--- config.mk ---
export PLATFORM = sky130hd
export DESIGN_NAME = fit_policy_block_allocator_flat
export DESIGN_NICKNAME = d
export VERILOG_FILES = /design/src/sv/fpba_pkg.sv /design/src/sv/fpba_if.sv /design/src/sv/fpba_ram.sv /design/src/sv/fpba_ctrl.sv /design/src/sv/fpba_dp.sv /design/src/sv/fit_policy_block_allocator.sv /design/src/flat_wrapper.sv
export SDC_FILE = /design/constraint.sdc
export NUM_CORES = 1
export LEC_CHECK = 0
export BUFFER_PORTS_ARGS = -buffer_cell sky130_fd_sc_hd__buf_2
export CAP_MARGIN = 5
export CORE_MARGIN = 2
export CORE_UTILIZATION = 49
export DETAILED_ROUTE_END_ITERATION = 12
export GPL_ROUTABILITY_DRIVEN = 0
export PLACE_DENSITY = 0.68
export SLEW_MARGIN = 20
export SYNTH_ARGS = -nofsm -noshare
export SYNTH_HDL_FRONTEND = slang
export SYNTH_SLANG_ARGS = --single-unit
--- constraint.sdc ---
create_clock -name clk -period 3.5 [get_ports clk]
set_input_delay 0.525 -clock clk [delete_from_list [all_inputs] [get_ports clk]]
set_output_delay 0.525 -clock clk [all_outputs]
set_load 0.02 [all_outputs]
--- src/sv/fpba_pkg.sv ---
// Shared types and constants for the fit-policy block allocator.
// Used by the channel interfaces, the controller, the datapath and the top level.
// No dependencies.
package fpba_pkg;

    // Default sizing of the free-size table.
    localparam int NBLOCKS_DEF   = 16;
    localparam int SIZE_BITS_DEF = 16;

    // Fixed field widths of the channels and the configuration port.
    localparam int FUNC_W     = 1;
    localparam int SLOT_W     = 4;
    localparam int SIZE_W     = 16;
    localparam int INDEX_W    = 4;
    localparam int REMAIN_W   = 16;
    localparam int POLICY_W   = 2;
    localparam int BIU_W      = 5;
    localparam int CFG_DATA_W = 5;
    localparam int CFG_IDX_W  = 1;

    // Item kinds.
    localparam logic [FUNC_W-1:0] FUNC_LOAD    = 1'b0;
    localparam logic [FUNC_W-1:0] FUNC_REQUEST = 1'b1;

    // Placement policies; the unused code behaves as first fit.
    localparam logic [POLICY_W-1:0] POLICY_FIRST = 2'd0;
    localparam logic [POLICY_W-1:0] POLICY_BEST  = 2'd1;
    localparam logic [POLICY_W-1:0] POLICY_WORST = 2'd2;

    // Configuration register indexes.
    localparam logic [CFG_IDX_W-1:0] CFG_POLICY = 1'b0;
    localparam logic [CFG_IDX_W-1:0] CFG_BLOCKS = 1'b1;

    // Reset values of the configuration registers.
    localparam logic [POLICY_W-1:0] POLICY_RESET = POLICY_FIRST;
    localparam logic [BIU_W-1:0]    BIU_RESET    = 5'd16;

    // Commands from the controller to the datapath.
    typedef struct packed {
        logic load_wr;    // write a load item into the table
        logic req_start;  // capture a request and clear the search state
        logic scan_rd;    // read the slot under the scan counter
        logic cmp;        // compare the slot read in the previous cycle
        logic wb;         // write back the chosen slot and load the result
    } fpba_cmd_t;

    // Status from the datapath to the controller.
    typedef struct packed {
        logic limit_zero; // no slots are searched
        logic scan_last;  // scan counter is on the last searched slot
        logic out_free;   // result register can take a new result
    } fpba_status_t;

endpackage

--- src/sv/fpba_if.sv ---
// Valid/ready channel interfaces for allocator items and results.
// Depends on fpba_pkg for the field widths.
interface fpba_in_if
    import fpba_pkg::*;
();
    logic              valid;
    logic              ready;
    logic [FUNC_W-1:0] func;
    logic [SLOT_W-1:0] block_slot;
    logic [SIZE_W-1:0] size;

    modport source (output valid, output func, output block_slot, output size, input ready);
    modport sink   (input valid, input func, input block_slot, input size, output ready);
endinterface

interface fpba_out_if
    import fpba_pkg::*;
();
    logic                valid;
    logic                ready;
    logic                granted;
    logic [INDEX_W-1:0]  block_index;
    logic [REMAIN_W-1:0] remaining;

    modport source (output valid, output granted, output block_index, output remaining,
                    input ready);
    modport sink   (input valid, input granted, input block_index, input remaining,
                    output ready);
endinterface

--- src/sv/fpba_ram.sv ---
// Generic single-port-write, single-port-read RAM with registered read data.
// No dependencies.
module fpba_ram #(
    parameter int WIDTH = 16,
    parameter int DEPTH = 16
) (
    input  logic                                  clk,
    input  logic                                  we,
    input  logic [(DEPTH > 1 ? $clog2(DEPTH) : 1)-1:0] waddr,
    input  logic [WIDTH-1:0]                      wdata,
    input  logic                                  re,
    input  logic [(DEPTH > 1 ? $clog2(DEPTH) : 1)-1:0] raddr,
    output logic [WIDTH-1:0]                      rdata
);
    logic [WIDTH-1:0] mem [DEPTH];
    logic [WIDTH-1:0] rdata_reg;

    always_ff @(posedge clk)
    begin
        if (we)
        begin
            mem[waddr] <= wdata;
        end
        if (re)
        begin
            rdata_reg <= mem[raddr];
        end
    end

    assign rdata = rdata_reg;
endmodule

--- src/sv/fpba_ctrl.sv ---
// Controller state machine of the allocator: sequences loads, the slot scan,
// and the write-back of a request. Depends on fpba_pkg.
module fpba_ctrl
    import fpba_pkg::*;
(
    input  logic              clk,
    input  logic              rst_n,
    input  logic              item_valid,
    input  logic [FUNC_W-1:0] item_func,
    input  fpba_status_t      status,
    output logic              item_ready,
    output fpba_cmd_t         cmd
);
    typedef enum logic [1:0] {
        ST_IDLE,
        ST_SCAN,
        ST_DRAIN,
        ST_WB
    } state_t;

    state_t state_reg, state_next;
    logic   cmp_reg, cmp_next;

    always_comb
    begin
        state_next    = state_reg;
        cmp_next      = 1'b0;
        item_ready    = 1'b0;
        cmd           = '0;
        cmd.cmp       = cmp_reg;
        case (state_reg)
            ST_IDLE:
            begin
                item_ready = 1'b1;
                if (item_valid)
                begin
                    if (item_func == FUNC_REQUEST)
                    begin
                        cmd.req_start = 1'b1;
                        state_next    = status.limit_zero ? ST_WB : ST_SCAN;
                    end
                    else
                    begin
                        cmd.load_wr = 1'b1;
                    end
                end
            end
            ST_SCAN:
            begin
                cmd.scan_rd = 1'b1;
                cmp_next    = 1'b1;
                if (status.scan_last)
                begin
                    state_next = ST_DRAIN;
                end
            end
            ST_DRAIN:
            begin
                state_next = ST_WB;
            end
            ST_WB:
            begin
                if (status.out_free)
                begin
                    cmd.wb     = 1'b1;
                    state_next = ST_IDLE;
                end
            end
            default:
            begin
                state_next = ST_IDLE;
            end
        endcase
    end

    always_ff @(posedge clk or negedge rst_n)
    begin
        if (!rst_n)
        begin
            state_reg <= ST_IDLE;
            cmp_reg   <= 1'b0;
        end
        else
        begin
            state_reg <= state_next;
            cmp_reg   <= cmp_next;
        end
    end
endmodule

--- src/sv/fpba_dp.sv ---
// Datapath of the allocator: configuration registers, free-size table with
// valid bits, scan counter, selection compare and result register.
// Depends on fpba_pkg and fpba_ram.
module fpba_dp
    import fpba_pkg::*;
#(
    parameter int NBLOCKS   = NBLOCKS_DEF,
    parameter int SIZE_BITS = SIZE_BITS_DEF
) (
    input  logic                  clk,
    input  logic                  rst_n,
    input  logic                  cfg_we,
    input  logic [CFG_IDX_W-1:0]  cfg_idx,
    input  logic [CFG_DATA_W-1:0] cfg_data,
    input  logic [SLOT_W-1:0]     item_slot,
    input  logic [SIZE_W-1:0]     item_size,
    input  fpba_cmd_t             cmd,
    output fpba_status_t          status,
    output logic                  res_valid,
    input  logic                  res_ready,
    output logic                  res_granted,
    output logic [INDEX_W-1:0]    res_index,
    output logic [REMAIN_W-1:0]   res_remaining
);
    localparam int AW = (NBLOCKS > 1) ? $clog2(NBLOCKS) : 1;
    localparam int CW = $clog2(NBLOCKS + 1);

    logic [POLICY_W-1:0]  policy_reg;
    logic [BIU_W-1:0]     biu_reg;
    logic [NBLOCKS-1:0]   valid_reg;
    logic [CW-1:0]        cnt_reg;
    logic                 found_reg;
    logic                 out_valid_reg;
    logic [SIZE_BITS-1:0] amount_reg;
    logic [AW-1:0]        idx_d_reg;
    logic                 valid_d_reg;
    logic [AW-1:0]        pick_reg;
    logic [SIZE_BITS-1:0] pick_val_reg;
    logic                 out_granted_reg;
    logic [INDEX_W-1:0]   out_index_reg;
    logic [REMAIN_W-1:0]  out_remain_reg;

    logic [CW-1:0]        limit;
    logic [AW-1:0]        rd_addr;
    logic [AW-1:0]        load_addr;
    logic                 load_ok;
    logic [SIZE_BITS-1:0] rd_data;
    logic [SIZE_BITS-1:0] cur_val;
    logic                 take;
    logic [SIZE_BITS-1:0] new_val;
    logic                 ram_we;
    logic [AW-1:0]        ram_waddr;
    logic [SIZE_BITS-1:0] ram_wdata;

    // Searched slot count, clipped to the table size.
    assign limit = (32'(biu_reg) > NBLOCKS) ? CW'(NBLOCKS) : CW'(biu_reg);

    assign rd_addr   = cnt_reg[AW-1:0];
    assign load_addr = AW'(item_slot);
    assign load_ok   = (32'(item_slot) < NBLOCKS);

    // A slot never loaded since reset reads as zero.
    assign cur_val = valid_d_reg ? rd_data : '0;

    // First fit keeps the first hit; best and worst fit replace on a strict win,
    // so ties stay with the lower index.
    always_comb
    begin
        take = 1'b0;
        if (cur_val >= amount_reg)
        begin
            if (!found_reg)
            begin
                take = 1'b1;
            end
            else if (policy_reg == POLICY_BEST)
            begin
                take = (cur_val < pick_val_reg);
            end
            else if (policy_reg == POLICY_WORST)
            begin
                take = (cur_val > pick_val_reg);
            end
        end
    end

    assign new_val = pick_val_reg - amount_reg;

    assign ram_we    = (cmd.load_wr && load_ok) || (cmd.wb && found_reg);
    assign ram_waddr = cmd.wb ? pick_reg : load_addr;
    assign ram_wdata = cmd.wb ? new_val : SIZE_BITS'(item_size);

    fpba_ram #(
        .WIDTH (SIZE_BITS),
        .DEPTH (NBLOCKS)
    ) u_table (
        .clk   (clk),
        .we    (ram_we),
        .waddr (ram_waddr),
        .wdata (ram_wdata),
        .re    (cmd.scan_rd),
        .raddr (rd_addr),
        .rdata (rd_data)
    );

    always_ff @(posedge clk or negedge rst_n)
    begin
        if (!rst_n)
        begin
            policy_reg    <= POLICY_RESET;
            biu_reg       <= BIU_RESET;
            valid_reg     <= '0;
            cnt_reg       <= '0;
            found_reg     <= 1'b0;
            out_valid_reg <= 1'b0;
        end
        else
        begin
            if (cfg_we)
            begin
                case (cfg_idx)
                    CFG_POLICY: policy_reg <= cfg_data[POLICY_W-1:0];
                    CFG_BLOCKS: biu_reg    <= cfg_data[BIU_W-1:0];
                    default:    ;
                endcase
            end
            if (ram_we)
            begin
                valid_reg[ram_waddr] <= 1'b1;
            end
            if (cmd.req_start)
            begin
                cnt_reg   <= '0;
                found_reg <= 1'b0;
            end
            else if (cmd.scan_rd)
            begin
                cnt_reg <= cnt_reg + CW'(1);
            end
            if (cmd.cmp && take)
            begin
                found_reg <= 1'b1;
            end
            if (cmd.wb)
            begin
                out_valid_reg <= 1'b1;
            end
            else if (res_ready)
            begin
                out_valid_reg <= 1'b0;
            end
        end
    end

    always_ff @(posedge clk)
    begin
        if (cmd.req_start)
        begin
            amount_reg <= SIZE_BITS'(item_size);
        end
        if (cmd.scan_rd)
        begin
            idx_d_reg   <= rd_addr;
            valid_d_reg <= valid_reg[rd_addr];
        end
        if (cmd.cmp && take)
        begin
            pick_reg     <= idx_d_reg;
            pick_val_reg <= cur_val;
        end
        if (cmd.wb)
        begin
            out_granted_reg <= found_reg;
            out_index_reg   <= found_reg ? INDEX_W'(pick_reg) : '0;
            out_remain_reg  <= found_reg ? REMAIN_W'(new_val) : '0;
        end
    end

    assign status.limit_zero = (limit == '0);
    assign status.scan_last  = ((cnt_reg + CW'(1)) == limit);
    assign status.out_free   = !out_valid_reg || res_ready;

    assign res_valid     = out_valid_reg;
    assign res_granted   = out_granted_reg;
    assign res_index     = out_index_reg;
    assign res_remaining = out_remain_reg;
endmodule

--- src/sv/fit_policy_block_allocator.sv ---
// Fit-policy block allocator (first, best or worst fit); uses fpba_pkg, fpba_if, fpba_ram,
// fpba_ctrl and fpba_dp. Loads may follow every cycle while the controller is idle; a
// request scans N = min(blocks_in_use, NBLOCKS) slots, one slot per cycle through the
// table's single read port, and no new item is taken until its result is registered.
// Reset clears the valid bits so every slot reads as zero, and sets first fit and 16 slots.
module fit_policy_block_allocator
    import fpba_pkg::*;
#(
    parameter int NBLOCKS   = NBLOCKS_DEF,
    parameter int SIZE_BITS = SIZE_BITS_DEF
) (
    input  logic                  clk,
    input  logic                  rst_n,
    input  logic                  cfg_we,
    input  logic [CFG_IDX_W-1:0]  cfg_idx,
    input  logic [CFG_DATA_W-1:0] cfg_data,
    fpba_in_if.sink               item,
    fpba_out_if.source            result
);
    // The controller and the datapath talk only through these two groups.
    fpba_cmd_t    cmd;
    fpba_status_t status;

    // The controller takes a new item only when it is idle. A load is written into
    // the table at the edge of its transfer. A request, unless no slot is searched, starts a
    // scan from slot zero: one slot address is issued per cycle, and the registered read data
    // is compared in the next cycle against the request and the current pick.
    fpba_ctrl u_ctrl (
        .clk        (clk),
        .rst_n      (rst_n),
        .item_valid (item.valid),
        .item_func  (item.func),
        .status     (status),
        .item_ready (item.ready),
        .cmd        (cmd)
    );

    // The datapath holds the configuration, the table, and the result register. The
    // result register stands between the scan and the result channel, so the next
    // item is accepted while a finished result still waits; a request that reaches
    // write-back while the register is still full holds until the result transfer.
    fpba_dp #(
        .NBLOCKS   (NBLOCKS),
        .SIZE_BITS (SIZE_BITS)
    ) u_dp (
        .clk           (clk),
        .rst_n         (rst_n),
        .cfg_we        (cfg_we),
        .cfg_idx       (cfg_idx),
        .cfg_data      (cfg_data),
        .item_slot     (item.block_slot),
        .item_size     (item.size),
        .cmd           (cmd),
        .status        (status),
        .res_valid     (result.valid),
        .res_ready     (result.ready),
        .res_granted   (result.granted),
        .res_index     (result.block_index),
        .res_remaining (result.remaining)
    );
endmodule
--- src/flat_wrapper.sv ---
// flat-port wrapper written by rule: the top's interface ports become plain ports
module fit_policy_block_allocator_flat import fpba_pkg::*;
#(
    parameter int NBLOCKS   = NBLOCKS_DEF,
    parameter int SIZE_BITS = SIZE_BITS_DEF
)
  (clk, rst_n, cfg_we, cfg_idx, cfg_data, item_valid, item_func, item_block_slot, item_size, item_ready, result_valid, result_granted, result_block_index, result_remaining, result_ready);
  fpba_in_if item_i ();
  fpba_out_if result_i ();
  input  logic clk;
  input  logic rst_n;
  input  logic cfg_we;
  input  logic [CFG_IDX_W-1:0] cfg_idx;
  input  logic [CFG_DATA_W-1:0] cfg_data;
  input wire logic [$bits(item_i.valid)-1:0] item_valid;
  input wire logic [$bits(item_i.func)-1:0] item_func;
  input wire logic [$bits(item_i.block_slot)-1:0] item_block_slot;
  input wire logic [$bits(item_i.size)-1:0] item_size;
  output wire logic [$bits(item_i.ready)-1:0] item_ready;
  output wire logic [$bits(result_i.valid)-1:0] result_valid;
  output wire logic [$bits(result_i.granted)-1:0] result_granted;
  output wire logic [$bits(result_i.block_index)-1:0] result_block_index;
  output wire logic [$bits(result_i.remaining)-1:0] result_remaining;
  input wire logic [$bits(result_i.ready)-1:0] result_ready;
  assign item_i.valid = item_valid;
  assign item_i.func = item_func;
  assign item_i.block_slot = item_block_slot;
  assign item_i.size = item_size;
  assign item_ready = item_i.ready;
  assign result_valid = result_i.valid;
  assign result_granted = result_i.granted;
  assign result_block_index = result_i.block_index;
  assign result_remaining = result_i.remaining;
  assign result_i.ready = result_ready;
  fit_policy_block_allocator #(.NBLOCKS(NBLOCKS), .SIZE_BITS(SIZE_BITS)) u_core (.clk(clk), .rst_n(rst_n), .cfg_we(cfg_we), .cfg_idx(cfg_idx), .cfg_data(cfg_data), .item(item_i), .result(result_i));
endmodule
==> flow_metrics.py, run 1 <==
metrics = {
    "global_route": {
        "grt_max_degree": 72,
        "antenna_found_initial": 0,
        "grtUsageTotal_pct": 20.9,
        "grt_pass1_vias": 8873,
        "grt_pass1_wl_um": 52600,
        "grt-ovfl-total": 0,
    },
    "flow_run": {
        "maxCapViolCount": 0,
    },
    "worst_setup_path": {
        "reg2reg_depth": 9,
        "crit_fanout": 20,
        "cpPeakStageDelay_ns": 0.60,
        "path_delay_family": "compound AO/OA/AOI/OAI gates",
        "cp.required_ns": 3.69,
        "slowest_stage": "edfxtp_1",
        "crit_cells": 9,
        "cp.arrival_ns": 3.22,
        "cp.buffers_inverters": 1,
        "endpoint_kind": "flop",
        "startpoint_type": "flop",
        "worstPathCellList": "and2_1, ha_1, a211oi_1, a2111oi_0, o21ai_0, a31oi_1, o31ai_1, a21oi_2, buf_4",
        "timing_worst_setup_path_type": "reg -> reg",
    },
    "sta": {
        "finalHoldViolations": 0,
        "timing.fmax_ghz": 0.330,
        "worst_slew_pin_slew_ns": 0.824,
        "min_period_over_period_pct": 86.7,
        "relSlewSlack_pct": 44.8,
        "post-route-min-period_ns": 3.03,
        "rsz0062_at_grt": "false",
        "tns_ns": 0,
        "finalMaxSlewViolations": 0,
        "skew_ns": 0.0136,
        "setup_viol": 0,
    },
    "final_layout": {
        "area_growth_pct": 14.4,
        "final_cells": 1551,
        "regMostFlops": "u_core.u_dp.u_table.mem",
        "final_cell_mix": "edfxtp_1 (334), nand2_1 (74), mux2i_1 (63), buf_2 (54)",
        "fin_util_pct": 57.3,
        "drive_gt1_share_pct": 20.8,
        "design_area_sq_mm": 0.0182,
        "insertedDiodeCount": 0,
        "final_common_cell": "edfxtp_1",
        "finalNetCount": 1202,
        "largest_reg_flops": 256,
    },
    "logic_synthesis": {
        "synth_compound_area_share_pct": 7.49,
        "synthTopCellsByArea": "edfxtp_1 (63%), dfrtp_1 (5.0%), mux4_2 (4.8%)",
        "synth_fa_ha_area_share_pct": 4.05,
        "synth_area_per_cell_sq_um": 15.4,
        "synth.top_cell.area_share_pct": 63.2,
        "synth-xor-area-share_pct": 1.12,
        "synth_fp_nets": 1112,
        "yosys.area_share.simple_pct": 6.52,
        "synth_cell_types": 61,
        "post-synth-top-area-cell": "edfxtp_1",
        "synthMuxAreaShare_pct": 10.2,
        "syn_inst": 1030,
        "netlist_area_sq_mm": 0.0159,
        "ys_ff_latch": 367,
        "async_flop_share_pct": 8.99,
        "yosysSeqAreaShare_pct": 68.4,
        "ys.flop_type": "edfxtp_1",
        "ys.warnings.count": 0,
        "synth_top_family_by_area": "multiplexers",
        "synth_enable_flop_cells": 334,
    },
    "routing": {
        "drt_iter0_drc": 665,
        "routed_via_density": 5.86,
        "vias": 9095,
        "drtAntennaViolNets": 0,
        "dr.pass1.iters": 4,
        "wire_per_inst_um": 22.4,
        "drc": 0,
        "wirelength_um": 34700,
    },
    "placement": {
        "placed_area_sq_mm": 0.0168,
        "dp_cells": 1482,
        "dp.final_hpwl_um": 22100,
        "port_buffers": 54,
    },
    "cts": {
        "cts_resized": 0,
        "cts.sinks": 367,
        "ctsHoldBuffers": 0,
        "cts_setup_buffers": 0,
        "clk-insertion-delay-late_ns": 0.52,
        "clock-root-buffer": "clkbuf_16",
        "cts_buffers": 38,
        "cts_tree": "built",
        "cts_max_path_buffers": 3,
        "clkSlewWorstSetupHoldPaths_ns": 0.06,
        "h-tree-depth": 2,
    },
    "die": {
        "fp.dieW_um": 184,
        "rows": 65,
        "pin_count": 55,
        "core_area_sq_mm": 0.0317,
        "die_area_sq_mm": 0.0339,
        "start_util_pct": 50.0,
        "die_h_um": 184,
    },
    "power_and_ir_drop": {
        "power_density_mw_per_mm2": 803,
        "vdd_drop_max_mv": 0.456,
        "p_leak_uw": 0.00672,
        "finalPower_uw": 14600,
    },
    "outcome": {
        "outcome": "finished clean",
    },
    "hold_path": {
        "hp-class": "in -> async",
    },
}
==> cell usage after synthesis (8+ instances only) <==
| library cell | number |
|---|---|
| a21oi_1 | 45 |
| a221oi_1 | 17 |
| a22oi_1 | 18 |
| and2_1 | 26 |
| buf_2 | 11 |
| clkbuf_1 | 24 |
| dfrtp_1 | 32 |
| edfxtp_1 | 334 |
| ha_1 | 49 |
| inv_1 | 49 |
| mux2_2 | 20 |
| mux2i_1 | 63 |
| mux4_2 | 34 |
| nand2_1 | 74 |
| nand3_1 | 8 |
| nor2_1 | 32 |
| nor2b_1 | 12 |
| nor3_1 | 10 |
| o21a_1 | 12 |
| o21ai_0 | 38 |
| or2_2 | 14 |
| xor2_1 | 8 |
==> where the power goes <==
group	internal [uW]	switching (uW)
clock network	2630	1610
registers	5770	279
logic	1680	2610
total	10100	4500
==> kinds of logic (layout without fill, tap and decap cells) <==
family / Yosys count / after routing
AOI/OAI and AO/OA: 180 / 180
xor gates and xnor gates: 17 / 17
adders and majority gates: 51 / 51
buffers and inverters: 90 / 209
DFF: 367 / 367
muxes: 117 / 117
and+or+nand+nor: 208 / 208
==> cell type report <==
cell class	count	area [sq um]
multi-input combinational	573	4720
sequential	367	10900
inverter	49	184
clock buffer	50	1050
clock inverter	19	280
fill	2426	13600
timing repair buffer	91	573
tap	402	503
==> per-stage QoR <==
step / hold slack (ns) / worst slack [ns]
after CTS: 0.101 / 0.422
after detailed placement: 0.406 / 0.451
after floorplan: 0.229 / 0.202
final: 0.0822 / 0.465
after global placement: 0.405 / 0.490
after global routing: 0.135 / 0.127
==> worst paths after layout <==
path / start / end / slack [ns]
min in group clk: item_size[8] / u_core.u_dp.amount_reg[8] / 0.20
max reg2reg: u_core.u_dp.valid_d_reg / u_core.u_dp.pick_val_reg[14] / 0.47
min: rst_n / u_core.u_ctrl.state_reg[1] / 0.08
max: u_core.u_dp.valid_d_reg / u_core.u_dp.pick_val_reg[14] / 0.47
min reg2reg: u_core.u_dp.idx_d_reg[1] / u_core.u_dp.pick_reg[1] / 0.42
max in group asynchronous: rst_n / u_core.u_dp.cnt_reg[0] / 2.84
==> per-layer routing <==
layer / GRT usage [%] / wire length (um)
met5: 0 / 0
met4: 6.53 / 875
met3: 2.83 / 1850
met2: 33.9 / 16400
met1: 29.5 / 15600
Note: power is estimated with default switching activity, not from simulation.
==> inputs of run 2 (changes only) <==
- CELL_PAD_IN_SITES_DETAIL_PLACEMENT: default -> 1
- CELL_PAD_IN_SITES_GLOBAL_PLACEMENT: default -> 1
- CORE_UTILIZATION: 49 -> 48
- PLACE_DENSITY: 0.68 -> default
- PLACE_DENSITY_LB_ADDON: default -> 0.1
==> run 2 against run 1 <==
  * Global-route usage increased by 3.3 points
  * Die area up 2.0%
  * Routed wire length is 17% higher
  * Combinational power increased by 4%
  * Clock skew grew 0.0051 ns
  * Clock-buffer cell count is 1 higher
  * Sequential share of layout area fell by 0.19 points
  * Fmax rose by 2.0%
  * First-iteration DRC count rose by 6.3%
  * Cell area is 0.32% higher
  * Register-to-register slack improved by 0.06 ns
  * Power is 0.28% lower
  * Critical path type unchanged
  * Critical endpoint is now u_core.u_dp.u_table.mem[15][14]
  * Largest power group unchanged
==> flow_metrics.py, run 2 (synthesized netlist as in run 1, its figures left out) <==
metrics = {
    "worst_setup_path": {
        "rr_startpoint": "u_core.u_dp.amount_reg[0]",
        "crit_fanout": 16,
        "cp_common_cell": "o211ai_1",
        "timing_worst_setup_path_type": "reg -> reg",
        "critPathLaunch": "u_core.u_dp.amount_reg[0]",
        "r2r_setup_slack_ns": 0.52,
        "cp.buffers_inverters": 0,
        "startpoint_type": "flop",
        "cp.arrival_ns": 3.20,
        "cpPeakStageDelay_ns": 0.49,
        "worstPathCellList": "ha_1, fa_1, nor2b_1, o31a_1, o211ai_1, o211ai_1, xnor2_1, mux2_2",
        "endpoint_kind": "flop",
        "path_delay_family": "compound AO/OA/AOI/OAI gates",
        "cp.required_ns": 3.72,
        "reg2reg_depth": 8,
        "slowest_stage": "fa_1",
        "rr_endpoint": "u_core.u_dp.u_table.mem[15][14]",
    },
    "final_layout": {
        "regMostFlops": "u_core.u_dp.u_table.mem",
        "drive_gt1_share_pct": 21.0,
        "final_cell_mix": "edfxtp_1 (334), nand2_1 (74), mux2i_1 (63), buf_2 (54)",
        "fin_util_pct": 56.0,
        "final_cells": 1603,
        "final_common_cell": "edfxtp_1",
        "largest_reg_flops": 256,
        "finalNetCount": 1211,
        "area_growth_pct": 14.8,
        "design_area_sq_mm": 0.0182,
    },
    "global_route": {
        "grt_pass1_wl_um": 60800,
        "grt_max_degree": 68,
        "grt-ovfl-total": 0,
        "grtUsageTotal_pct": 24.2,
        "grt_pass1_vias": 9743,
        "antenna_found_initial": 1,
    },
    "routing": {
        "drtAntennaViolNets": 0,
        "vias": 9312,
        "routed_via_density": 5.81,
        "dr.pass1.iters": 5,
        "drc": 0,
        "drt_iter0_drc": 707,
        "wire_per_inst_um": 25.3,
        "wirelength_um": 40500,
    },
    "sta": {
        "rsz0062_at_grt": "false",
        "skew_ns": 0.0186,
        "finalHoldViolations": 0,
        "tns_ns": 0,
        "setup_viol": 0,
        "finalMaxSlewViolations": 0,
        "timing.fmax_ghz": 0.336,
        "relSlewSlack_pct": 45.3,
        "worst_slew_pin_slew_ns": 0.816,
        "worst_slack_ns": 0.524,
        "post-route-min-period_ns": 2.98,
        "min_period_over_period_pct": 85.0,
    },
    "hold_path": {
        "hp-class": "in -> async",
    },
    "cts": {
        "h-tree-depth": 2,
        "clk-insertion-delay-late_ns": 0.54,
        "ctsHoldBuffers": 0,
        "cts_max_path_buffers": 3,
        "clock-root-buffer": "clkbuf_16",
        "clkSlewWorstSetupHoldPaths_ns": 0.06,
        "cts_resized": 0,
        "cts_tree": "built",
        "cts_buffers": 40,
        "cts.sinks": 367,
        "cts_setup_buffers": 0,
    },
    "die": {
        "fp.dieW_um": 186,
        "rows": 66,
        "start_util_pct": 48.8,
        "pin_count": 55,
        "die_area_sq_mm": 0.0345,
        "die_h_um": 186,
        "core_area_sq_mm": 0.0325,
    },
    "placement": {
        "dpl_worst_slack_ns": 0.546,
        "placed_area_sq_mm": 0.0170,
        "port_buffers": 54,
        "dp.final_hpwl_um": 25900,
        "dp_cells": 1529,
    },
    "flow_run": {
        "maxCapViolCount": 0,
    },
    "outcome": {
        "outcome": "finished clean",
    },
    "power_and_ir_drop": {
        "vdd_drop_max_mv": 0.368,
        "p_leak_uw": 0.00674,
        "power_density_mw_per_mm2": 798,
    },
}
-- run 2: cell count changes in the layout (fill, tap and decap cells not counted), sizes merged --
cell | previous run | this run
inv | 50 | 52
diode | 0 | 1
clkbuf | 50 | 51
buf | 91 | 98
clkinv | 7 | 18
bufinv | 7 | 1
clkinvlp | 4 | 0
-- run 2: layout make-up --
| type | count | area, sq um |
|---|---|---|
| Clock buffer | 51 | 1080 |
| Fill cell | 3119 | 14300 |
| Sequential cell | 367 | 10900 |
| Inverter | 49 | 184 |
| Multi-Input combinational cell | 573 | 4710 |
| Clock inverter | 22 | 139 |
| Tap cell | 442 | 553 |
| Antenna cell | 1 | 2.50 |
| Timing Repair Buffer | 98 | 688 |
-- run 2: per-layer routing --
metal	wire length [um]	global-route usage [%]
met2	19400	40.1
met4	1180	7.40
met1	17900	33.1
met5	0	0
met3	1990	3.80
-- run 2: worst reg2reg max path, cell delays in order (launching register included) --
cell      delay (ns)
edfxtp_1        0.40
ha_1            0.27
fa_1            0.49
nor2b_1         0.17
o31a_1          0.23
o211ai_1        0.24
o211ai_1        0.30
xnor2_1         0.14
mux2_2          0.43
-- run 2: through the flow --
step / hold slack [ns] / total power (uW)
after global placement: 0.404 / 10500
after detailed placement: 0.406 / 10700
after floorplan: 0.229 / 9070
after CTS: 0.0953 / 14700
final: 0.0827 / 14500
after global routing: 0.134 / 15300
-- run 2: worst max-delay path by stage --
stage / to / slack [ns] / depth (start not counted)
after floorplan: u_core.u_dp.pick_reg[0] / 0.20 / 9
final: u_core.u_dp.u_table.mem[15][14] / 0.52 / 8
after CTS: u_core.u_dp.pick_val_reg[12] / 0.52 / 9
after global routing: u_core.u_dp.pick_val_reg[6] / 0.28 / 9
after global placement: u_core.u_dp.u_table.mem[7][14] / 0.57 / 8
after detailed placement: u_core.u_dp.pick_val_reg[12] / 0.55 / 9
-- run 2: power breakdown --
group          internal, uW  switching (uW)  total, uW
clock network          2270            1720       3990
logic                  1710            2750       4470
registers              5770             317       6090
==> inputs of run 3 (changes only) <==
- REMOVE_ABC_BUFFERS: default -> 1
==> run 3 against run 2 <==
  * Via count is 1.4% lower
  * Critical path depth is 1 higher
  * Worst hold slack worse by 0.0065 ns
  * Core utilization is 0.16 points higher
  * Largest cell class unchanged
  * Largest power group unchanged
==> flow_metrics.py, run 3 (synthesized netlist as in run 1, its figures left out) <==
metrics = {
    "routing": {
        "wirelength_um": 39500,
        "drc": 0,
        "wl_met2_um": 19300,
        "wire_per_inst_um": 24.5,
        "drtAntennaViolNets": 0,
        "top_layer": "met4",
        "routed_via_density": 5.70,
        "dr.pass1.iters": 5,
        "wl_met3_um": 1730,
        "wl_met1_um": 17700,
        "vias": 9179,
        "drt_iter0_drc": 610,
    },
    "sta": {
        "worst_slew_pin_slew_ns": 0.852,
        "timing.fmax_ghz": 0.329,
        "setup_viol": 0,
        "min_period_over_period_pct": 86.8,
        "skew_ns": 0.0209,
        "rsz0062_at_grt": "false",
        "tns_ns": 0,
        "relSlewSlack_pct": 43.2,
        "finalHoldViolations": 0,
        "post-route-min-period_ns": 3.04,
        "finalMaxSlewViolations": 0,
    },
    "cts": {
        "cts_resized": 0,
        "h-tree-depth": 2,
        "cts_setup_buffers": 0,
        "cts_max_path_buffers": 3,
        "cts.sinks": 367,
        "ctsHoldBuffers": 0,
        "cts_buffers": 40,
        "cts_tree": "built",
        "clkSlewWorstSetupHoldPaths_ns": 0.06,
        "clk-insertion-delay-late_ns": 0.56,
        "clock-root-buffer": "clkbuf_16",
    },
    "worst_setup_path": {
        "cpPeakStageDelay_ns": 0.60,
        "cp.required_ns": 3.72,
        "worstPathCellList": "and2_1, ha_1, and4b_1, o21ai_0, o211ai_1, a21oi_1, mux2i_1, a21oi_2, buf_4",
        "startpoint_type": "flop",
        "endpoint_kind": "flop",
        "timing_worst_setup_path_type": "reg -> reg",
        "path_delay_family": "compound AO/OA/AOI/OAI gates",
        "cp.buffers_inverters": 1,
        "slowest_stage": "edfxtp_1",
        "crit_fanout": 19,
        "cp.arrival_ns": 3.26,
    },
    "final_layout": {
        "multi_input_area_sq_mm": 0.00472,
        "fin_util_pct": 56.2,
        "seq_area_sq_mm": 0.0109,
        "insertedDiodeCount": 0,
        "area_growth_pct": 15.1,
        "fillers": 3103,
        "design_area_sq_mm": 0.0183,
        "final_common_cell": "edfxtp_1",
        "final_cells": 1611,
        "final_cell_mix": "edfxtp_1 (334), nand2_1 (74), mux2i_1 (63), buf_2 (54), buf_4 (50)",
        "finalNetCount": 1219,
        "largest_reg_flops": 256,
        "regMostFlops": "u_core.u_dp.u_table.mem",
        "drive_gt1_share_pct": 21.3,
    },
    "global_route": {
        "grt-ovfl-total": 0,
        "antenna_found_initial": 0,
        "grt_pass1_wl_um": 59700,
        "grtUsageTotal_pct": 23.8,
        "grt_pass1_vias": 9762,
        "grt_max_degree": 105,
    },
    "die": {
        "start_util_pct": 48.8,
        "pin_count": 55,
        "rows": 66,
        "core_area_sq_mm": 0.0325,
        "fp.dieW_um": 186,
        "die_area_sq_mm": 0.0345,
        "die_h_um": 186,
    },
    "power_and_ir_drop": {
        "switchingPower_uw": 4720,
        "combPwrFrac_pct": 30.7,
        "seq_power_share_pct": 41.1,
        "power_density_mw_per_mm2": 801,
        "vdd_drop_max_mv": 0.612,
        "finalPower_uw": 14600,
        "pwr-share-clk_pct": 28.3,
        "p_int_uw": 9910,
        "p_leak_uw": 0.00679,
        "p_sw_share_pct": 32.3,
    },
    "flow_run": {
        "maxCapViolCount": 0,
    },
    "placement": {
        "placed_area_sq_mm": 0.0170,
        "dp_cells": 1537,
        "port_buffers": 54,
        "dp.final_hpwl_um": 25800,
    },
    "outcome": {
        "outcome": "finished clean",
    },
    "hold_path": {
        "hp-class": "in -> async",
    },
}
[run 3: cell types whose count changed in the layout (fill, tap and decap cells not counted), sizes merged]
cell / change
clkbuf: +3
clkinv: -4
buf: +8
inv: -1
diode: -1
bufinv: +3
[run 3: per-stage QoR]
stage	setup WS (ns)	hold slack [ns]
finish	0.462	0.0762
global route	0.243	0.125
detailed placement	0.506	0.420
floorplan	-2.04	0.229
global placement	0.565	0.403
CTS	0.462	0.0851
[run 3: power groups by stage]
| stage | Clock, uW | Combinational [uW] | Sequential, uW |
|---|---|---|---|
| after global placement | 0 | 4390 | 6070 |
| after floorplan | 0 | 2720 | 6420 |
| after detailed placement | 0 | 4490 | 6090 |
| after global routing | 4390 | 4950 | 6060 |
| final | 4140 | 4490 | 6010 |
| after CTS | 4220 | 4530 | 6010 |
[run 3: final timing paths]
kind | slack, ns | cells past startpoint | start | end
setup reg to reg | 0.46 | 9 | u_core.u_dp.valid_d_reg | u_core.u_dp.pick_val_reg[2]
hold reg to reg | 0.43 | 0 | u_core.u_dp.idx_d_reg[2] | u_core.u_dp.pick_reg[2]
hold / removal | 0.08 | 1 | rst_n | u_core.u_ctrl.state_reg[0]
setup / recovery | 0.46 | 9 | u_core.u_dp.valid_d_reg | u_core.u_dp.pick_val_reg[2]
min in group clk | 0.16 | 1 | item_size[8] | u_core.u_dp.amount_reg[8]
max in group asynchronous | 2.82 | 1 | rst_n | u_core.u_dp.cnt_reg[0]
[run 3: cell type report]
| type | count | share of cell area (%) |
|---|---|---|
| Tap cell | 442 | 3.03 |
| Clock buffer | 54 | 5.76 |
| Sequential cell | 367 | 59.4 |
| Multi-Input combinational cell | 573 | 25.8 |
| Clock inverter | 20 | 1.20 |
| Timing Repair Buffer | 106 | 3.75 |
| Inverter | 49 | 1.01 |
[run 3: routing by layer]
metal,global-route usage [%],vias to the layer above
li1,-,4188
met4,6.20,0
met3,3.70,58
met5,0,-
met1,32.9,4734
met2,39.8,199
